--- src/rtl/arpc_pkg.sv ---
`timescale 1ns / 1ps

package arpc_pkg;

   // Table geometry
   localparam int ENTRIES = 64;
   localparam int IDX_W   = 6;
   localparam int CNT_W   = 7;
   localparam int IP_W    = 32;
   localparam int MAC_W   = 48;
   localparam int STAT_W  = 3;

   // Request codes
   localparam logic FUNC_LOOKUP = 1'b0;
   localparam logic FUNC_ADD    = 1'b1;

   // Response status codes
   localparam logic [STAT_W-1:0] ST_MISS     = 3'd0;
   localparam logic [STAT_W-1:0] ST_HIT      = 3'd1;
   localparam logic [STAT_W-1:0] ST_INSERTED = 3'd2;
   localparam logic [STAT_W-1:0] ST_UPDATED  = 3'd3;
   localparam logic [STAT_W-1:0] ST_FULL     = 3'd4;

   // Search token stepping down the row of cells
   typedef struct packed {
      logic             valid;
      logic             hit;
      logic [IDX_W-1:0] idx;
      logic [MAC_W-1:0] mac;
   } tok_type;

   // Broadcast write into one cell
   typedef struct packed {
      logic             en;
      logic             ip_en;
      logic [IDX_W-1:0] idx;
      logic [IP_W-1:0]  ip;
      logic [MAC_W-1:0] mac;
   } wr_type;

endpackage

--- src/rtl/arpc_cell.sv ---
`timescale 1ns / 1ps

module arpc_cell (
   input  logic                    clock,
   input  logic                    reset,
   input  logic [arpc_pkg::IDX_W-1:0] cell_index,
   input  logic [arpc_pkg::IP_W-1:0]  key,
   input  logic [arpc_pkg::CNT_W-1:0] count,
   input  arpc_pkg::wr_type        wr,
   input  arpc_pkg::tok_type       tok_in,
   output arpc_pkg::tok_type       tok_out
);
   import arpc_pkg::*;

   logic [IP_W-1:0]  ip_ff;
   logic [MAC_W-1:0] mac_ff;
   logic             tok_valid_ff;
   logic             tok_hit_ff;
   logic [IDX_W-1:0] tok_idx_ff;
   logic [MAC_W-1:0] tok_mac_ff;
   logic             filled;
   logic             match;
   logic             sel;

   // Store the entry on a write aimed at this cell
   assign sel = wr.en && (wr.idx == cell_index);

   always_ff @(posedge clock) begin
      if (sel) begin
         mac_ff <= wr.mac;
         if (wr.ip_en) begin
            ip_ff <= wr.ip;
         end
      end
   end

   // Compare only entries below the fill count; the first match claims the token
   assign filled = ({1'b0, cell_index} < count);
   assign match  = tok_in.valid && !tok_in.hit && filled && (ip_ff == key);

   always_ff @(posedge clock) begin
      if (reset) begin
         tok_valid_ff <= 1'b0;
      end else begin
         tok_valid_ff <= tok_in.valid;
      end
   end

   // Advance the token payload to the next cell
   always_ff @(posedge clock) begin
      tok_hit_ff <= tok_in.hit || match;
      tok_idx_ff <= match ? cell_index : tok_in.idx;
      tok_mac_ff <= match ? mac_ff : tok_in.mac;
   end

   assign tok_out.valid = tok_valid_ff;
   assign tok_out.hit   = tok_hit_ff;
   assign tok_out.idx   = tok_idx_ff;
   assign tok_out.mac   = tok_mac_ff;

endmodule

--- config.mk ---
export PLATFORM = sky130hd
export DESIGN_NAME = arpc_cell
export DESIGN_NICKNAME = d
export VERILOG_FILES = /design/src/rtl/arpc_pkg.sv /design/src/rtl/arpc_cell.sv
export SDC_FILE = /design/constraint.sdc
export NUM_CORES = 1
export LEC_CHECK = 0
export BUFFER_PORTS_ARGS = -buffer_cell sky130_fd_sc_hd__buf_2
export CAP_MARGIN = 30
export CORE_MARGIN = 3
export CORE_UTILIZATION = 45
export DETAILED_ROUTE_END_ITERATION = 12
export PLACE_DENSITY_LB_ADDON = 0.08
export SYNTH_ARGS = -nofsm -noshare
export SYNTH_HDL_FRONTEND = slang
export SYNTH_SLANG_ARGS = --single-unit
--- constraint.sdc ---
create_clock -name clock -period 7.8 [get_ports clock]
set_clock_uncertainty 0.05 [all_clocks]
set_input_delay 0.78 -clock clock [delete_from_list [all_inputs] [get_ports clock]]
set_output_delay 0.78 -clock clock [all_outputs]
set_load 0.05 [all_outputs]
==> metrics, run 1 <==
minimum clock period=2925 ps; IO buf count=246; data required time of the worst path=7940 ps; worst path bufs/invs=3; post-DR vias/cell=4.575; Die Height=111.3 µm; post-DR wirelength/cell=16.11 µm; initial DRC count=113; Die W=111.3 µm; Slew Limit Fails=0; fin area=6959 µm²; post-cts hold buffer count=0; die area=12,400 µm²; Yosys cell types=23; DP Worst Slack=4348 ps; CP Launch Type=input port; Yosys reg bits=136; Post-CTS Resized=0; CP max stage delay=610 ps; peak supply drop=180.7 µV; Hold Crit Class=in2reg; first-pass GRT wire length=16,530 µm; setup TNS=0 ps; worst path arrival time=3060 ps; drt total wl=10,960 µm; Syn Std Cell Area=4994 µm²; H-tree levels=4; Starting Density=47.31%; drt pass-1 iters=4; Critical-path top delay cell=and2_1; WHS=378.0 ps; largest net degree at the start of global routing=50; Synth area leaders=edfxtp_1 48%, dfxtp_1 22%, mux2_4 15%; Slew @ Worst Pin=763.9 ps; Synth Area in Compound Gates=0.8770%; gr ovfl total=0; post-synthesis xor/xnor area fraction=6.665%; critical-path cell list=buf_2, xnor2_1, nand4_1, nor4_2, buf_4, and2_1, buf_4; CP dominant cell by count=buf_4; normalized max-slew margin=49.05%; Final Util=65.93%; antenna cells=0; PD cells=250.6 nW/µm²; CTS Root Cell=clkbuf_8; syn nets=466; clk sinks=136; Clock transition at path regs=60 ps; nets=727; RSZ-0062 raised after global routing=false; Cells after Synth=270; worst-skew pair later-pin latency=510 ps; family with the most delay on the worst path=buffers and inverters; Max Freq=341.8 MHz; post-DP HPWL=8408 µm; largest family of logic cells by synthesized area=multiplexers; setup violators final=0; vias in the first global route=3,259; area growth from synthesis to layout=39.36%; dpl cell area=6352 µm²; RePlAce Congestion=0.8724; part of the cycle the worst path needs=37.50%; Mean Syn Cell Area=18.49 µm²; Core ar.=10,560 µm²; Worst Path Max Fanout=49; layout cells sized above 1=61.58%; Adder-Cell Fraction of Synth Area=1.253%; Ports=247; fin worst setup slack=4875 ps; CTS tree=yes; simple-gate area share of the yosys netlist=2.982%; Final Hold Fails=0; Synth area leader=edfxtp_1; post-route ant nets=0; vias=3,111; CTS Buf Count=17; Tot GR Track Use=17.63%; fillcell total=819; Synth Warn #=0; kind of critical path=in2reg; multiplexer area fraction after synthesis=15.86%; Seq/Total Area, Yosys=70.56%; Std-Cell Rows=37; # DRC=0; post-CTS setup buffers=0; CTS Buffer Depth=2; status=complete, no violations; P_leak=3.160 nW; initial antenna violation count=0; Synth top area share=48.11%; CP Capture Type=register; number of max-cap violations=0
==> routing by layer <==
layer	wire length [µm]	vias to the layer above	global-route usage [%]	part of all wire, %
met5	0	-	0	0
met3	951	21	6.576	8.7
met1	4108	1415	19.03	37
met2	5602	162	30.56	51
li1	-	1513	-	-
met4	292	0	8.516	2.7
==> stage by stage <==
| stage | power (mW) | std cells |
|---|---|---|
| after floorplan | 0.8918 | 270 |
| after global placement | 0.9601 | 648 |
| after detailed placement | 0.9631 | 648 |
| after CTS | 1.763 | 680 |
| after global routing | 1.802 | 680 |
| final | 1.744 | 680 |
==> final timing paths <==
kind	start	end	slack, ps	depth (start not counted)
max	cell_index[3]	ip_ff[22]$_DFFE_PP_	4870	7
min	reset	tok_valid_ff$_SDFF_PP0_	380	2
max reg2reg	ip_ff[25]$_DFFE_PP_	tok_mac_ff[17]$_DFF_P_	5120	6
min reg2reg	mac_ff[40]$_DFFE_PP_	tok_mac_ff[40]$_DFF_P_	420	1
==> power breakdown <==
part | leakage (nW) | total, mW | internal [mW] | switching [mW]
Clock | 0.293 | 0.797 | 0.509 | 0.288
Combinational | 1.67 | 0.163 | 0.0717 | 0.0911
Sequential | 1.19 | 0.784 | 0.779 | 0.00491
==> registers in the layout, summed over array words and instances, names as in the netlist <==
name	flops
tok_valid_ff	1
tok_idx_ff	6
mac_ff	48
tok_hit_ff	1
ip_ff	32
tok_mac_ff	48
==> cells in the final DEF (no fill, tap or decap), types with 5 or more instances in the layout <==
| cell | netlist | layout |
|---|---|---|
| dfxtp_1 | 56 | 56 |
| ha_1 | 5 | 5 |
| mux2_4 | 49 | 49 |
| edfxtp_1 | 80 | 80 |
| nand4_1 | 8 | 8 |
| xnor2_1 | 35 | 35 |
| buf_2 | 0 | 246 |
| clkbuf_16 | 0 | 18 |
| inv_1 | 5 | 5 |
| mux2_2 | 5 | 5 |
==> area by class of cell <==
cell class	count	area [µm²]	share of cell area, %
sequential	136	3523	50.63
multi-input combinational	122	1386	19.92
timing repair buffer	249	1254	18.02
clock buffer	22	495.5	7.120
tap	136	170.2	2.445
clock inverter	10	111.4	1.600
inverter	5	18.77	0.2697
==> synthesized netlist by cell type (all sizes together) <==
cell type   n
a21o        1
a21oi       2
and2        1
buf         7
dfxtp      56
edfxtp     80
ha          5
inv         5
mux2       54
nand2b      3
nand3       1
nand4       8
nand4b      2
nor2b       1
nor3        2
nor3b       1
nor4        2
o2111ai     1
xnor2      35
xor2        3
==> cell families (layout without fill, tap and decap cells) <==
logic type | count (synthesis) | in the layout
adder cells (fa/ha/maj) | 5 | 5
XOR/XNOR | 38 | 38
AO/OA/AOI/OAI | 4 | 4
buffers and inverters | 12 | 286
flip-flops | 136 | 136
multiplexers | 54 | 54
AND/OR/NAND/NOR | 21 | 21
No activity file was read; power rests on OpenSTA's default activity.
==> run 2, diff against run 1 <==
==> constraint.sdc (replaced) <==
create_clock -name clock -period 2.71 [get_ports clock]
set_clock_uncertainty 0.05 [all_clocks]
set_input_delay 0.271 -clock clock [delete_from_list [all_inputs] [get_ports clock]]
set_output_delay 0.271 -clock clock [all_outputs]
set_load 0.05 [all_outputs]
==> run 2 against run 1 <==
  * The flow now stops in clock tree synthesis
  * Synthesized cell count is the same
  * Area after synthesis unchanged
==> metrics, run 2 <==
status=did not finish; Failed at=clock tree synthesis; first error=[ERROR RSZ-0060] Max buffer count reached.; Mean Syn Cell Area=18.49 µm² (unchanged); Starting Density=47.31% (unchanged); RePlAce Congestion=0.8587 (-1.6%); Synth Warn #=0 (unchanged); most common cell in the synthesized netlist=edfxtp_1; Post-CTS Resized=0 (unchanged); Synth area leader=edfxtp_1; Synth top area share=48.11% (unchanged); Seq/Total Area, Yosys=70.56% (unchanged); Die Height=111.3 µm (unchanged); Yosys reg bits=136 (unchanged); Synth Flop Type=edfxtp_1; dpl cell area=6412 µm² (+0.95%); clk sinks=136 (unchanged); Std-Cell Rows=37 (unchanged); syn nets=466 (unchanged); Yosys cell types=23 (unchanged); H-tree levels=4 (unchanged); Cells after Synth=270 (unchanged); post-CTS setup buffers=0 (unchanged); Die W=111.3 µm (unchanged); CTS Buffer Depth=2 (unchanged); Synth top cells by count=80 x edfxtp_1, 56 x dfxtp_1, 49 x mux2_4; CTS Buf Count=17 (unchanged); post-cts hold buffer count=137 (+137); Inst Count DP=650 (+0.31%); Synth area leaders=edfxtp_1 48%, dfxtp_1 22%, mux2_4 15%; Async SR Flop Fraction=0% (unchanged); IO buf count=246 (unchanged); DP Worst Slack=391.8 ps (-3956 ps); Post-synth EDFFs=80 (unchanged); Syn Std Cell Area=4994 µm² (unchanged); CTS Root Cell=clkbuf_8; Ports=247 (unchanged); post-DP HPWL=8578 µm (+2.0%)
## run 2: cells by family after synthesis
| kind of cell | count (synthesis) | share of synthesized area [%] |
|---|---|---|
| AOI/OAI and AO/OA | 4 | 0.8771 |
| xor gates and xnor gates | 38 | 6.665 |
| adders and majority gates | 5 | 1.253 |
| buffers and inverters | 12 | 1.804 |
| DFF | 136 | 70.56 |
| muxes | 54 | 15.86 |
| and+or+nand+nor | 21 | 2.982 |
## run 2: per-stage QoR
| stage | utilization (%) | setup TNS [ps] |
|---|---|---|
| 2_1_floorplan | - | -23070 |
| 3_3_place_gp | 60.75 | 0 |
| 3_5_place_dp | 60.75 | 0 |
==> run 3, diff against run 2 <==
--- a/config.mk
+++ b/config.mk
@@ -8,9 +8,9 @@
 export BUFFER_PORTS_ARGS = -buffer_cell sky130_fd_sc_hd__buf_2
 export CAP_MARGIN = 30
 export CORE_MARGIN = 3
-export CORE_UTILIZATION = 45
+export CORE_UTILIZATION = 30
 export DETAILED_ROUTE_END_ITERATION = 12
-export PLACE_DENSITY_LB_ADDON = 0.08
+export PLACE_DENSITY_LB_ADDON = 0.15
 export SYNTH_ARGS = -nofsm -noshare
 export SYNTH_HDL_FRONTEND = slang
 export SYNTH_SLANG_ARGS = --single-unit
==> run 3 against run 2 <==
  * The flow now finishes without violations
==> metrics, run 3 (synthesis gave the netlist of run 1 again) <==
status=complete, no violations; P_leak=3.532 nW; largest net degree at the start of global routing=35; Post-Layout Cell Count=845; clk sinks=136 (unchanged); critical-path cell list=xnor2_1, nand4_1, nor4_4, o2111ai_4, buf_4, mux2_4; vias in the first global route=3,680; Critical-path top delay cell=edfxtp_1; Worst Path Max Fanout=29; H-tree levels=4 (unchanged); fin area=7936 µm²; CP max stage delay=420 ps; Max Freq=469.1 MHz; commonest non-fill, non-tap cell in the layout=buf_2; Slew Limit Fails=0; RSZ-0062 raised after global routing=false; CTS Buf Count=17 (unchanged); Final Util=49.42%; setup violators final=0; peak supply drop=388.2 µV; fin worst setup slack=578.1 ps; worst-skew pair later-pin latency=420 ps; # DRC=0; Ports=247 (unchanged); die area=18,230 µm²; normalized max-slew margin=65.19%; IO buf count=246 (unchanged); dpl cell area=6513 µm² (+1.6%); drt pass-1 iters=4; Std-Cell Rows=46 (+24%); kind of critical path=reg2reg; initial antenna violation count=1; post-route ant nets=0; family with the most delay on the worst path=simple AND/OR/NAND/NOR gates; layout cells sized above 1=54.14%; Hold Crit Class=in2reg; CTS Buffer Depth=2 (unchanged); CP Launch Type=register; Top Registers=mac_ff x48, tok_mac_ff x48, ip_ff x32; first-pass GRT wire length=18,850 µm; commonest cells after routing, fill and taps aside=246 x buf_2, 82 x dlygate4sd3_1, 80 x edfxtp_1; PD cells=648.5 nW/µm²; post-DR vias/cell=3.981; Die W=135.0 µm (+21%); post-DR wirelength/cell=14.82 µm; DP Worst Slack=408.8 ps (+16.99 ps); worst path bufs/invs=1; CTS Root Cell=clkbuf_16; area growth from synthesis to layout=58.93%; Tot GR Track Use=13.75%; nets=811; Die Height=135.0 µm (+21%); Starting Density=31.10% (-16 points); Final Hold Fails=0; Inst Count DP=730 (+12%); post-DP HPWL=9336 µm (+8.8%); WHS=28.94 ps; Clock transition at path regs=60 ps; Core ar.=16,060 µm²; part of the cycle the worst path needs=78.67%; RePlAce Congestion=0.7463 (-13%); data required time of the worst path=2960 ps; total power=5.147 mW; initial DRC count=86; drt total wl=12,520 µm; vias=3,364; CP Capture Type=register; CTS tree=yes; minimum clock period=2132 ps; worst path arrival time=2380 ps; setup TNS=0 ps; number of max-cap violations=0; gr ovfl total=0; Slew @ Worst Pin=522.1 ps
[run 3: worst reg2reg max path: stages, from the launching register on]
cell and delay (ps):
edfxtp_1 420, xnor2_1 150, nand4_1 160, nor4_4 370
o2111ai_4 160, buf_4 310, mux2_4 390
[run 3: area by class of cell]
class	instances	area, µm²
fill	1431	8122
timing repair buffer	333	2102
tap	216	270.3
inverter	5	18.77
clock buffer	23	489.2
antenna	1	2.502
clock inverter	9	111.4
sequential	136	3523
multi-input combinational	122	1419
[run 3: repair_timing]
action,CTS,global route
hold endpoints to repair,82,0
gates resized for setup,0,0
setup buffers,0,0
hold buffers,82,0
[run 3: power breakdown]
part | switching, mW | internal, mW
Sequential | 0.0130 | 2.24
Clock | 0.855 | 1.46
Combinational | 0.284 | 0.287
Total | 1.15 | 3.99
[run 3: routing by layer]
layer / track usage, % / up-vias / part of all wire [%] / routed length [µm]
met2: 23.54 / 161 / 50 / 6277
met5: 0 / - / 0.064 / 8
met1: 15.07 / 1508 / 38 / 4766
met4: 5.039 / 2 / 1.4 / 174
met3: 6.222 / 14 / 10 / 1292
li1: - / 1679 / - / -
[run 3: final timing paths]
check | slack, ps | cells after the start | to | from
max reg2reg | 580 | 6 | tok_mac_ff[33]$_DFF_P_ | ip_ff[24]$_DFFE_PP_
max | 580 | 6 | tok_mac_ff[33]$_DFF_P_ | ip_ff[24]$_DFFE_PP_
min reg2reg | 420 | 1 | tok_mac_ff[0]$_DFF_P_ | mac_ff[0]$_DFFE_PP_
min | 30 | 2 | tok_mac_ff[38]$_DFF_P_ | tok_in[38]
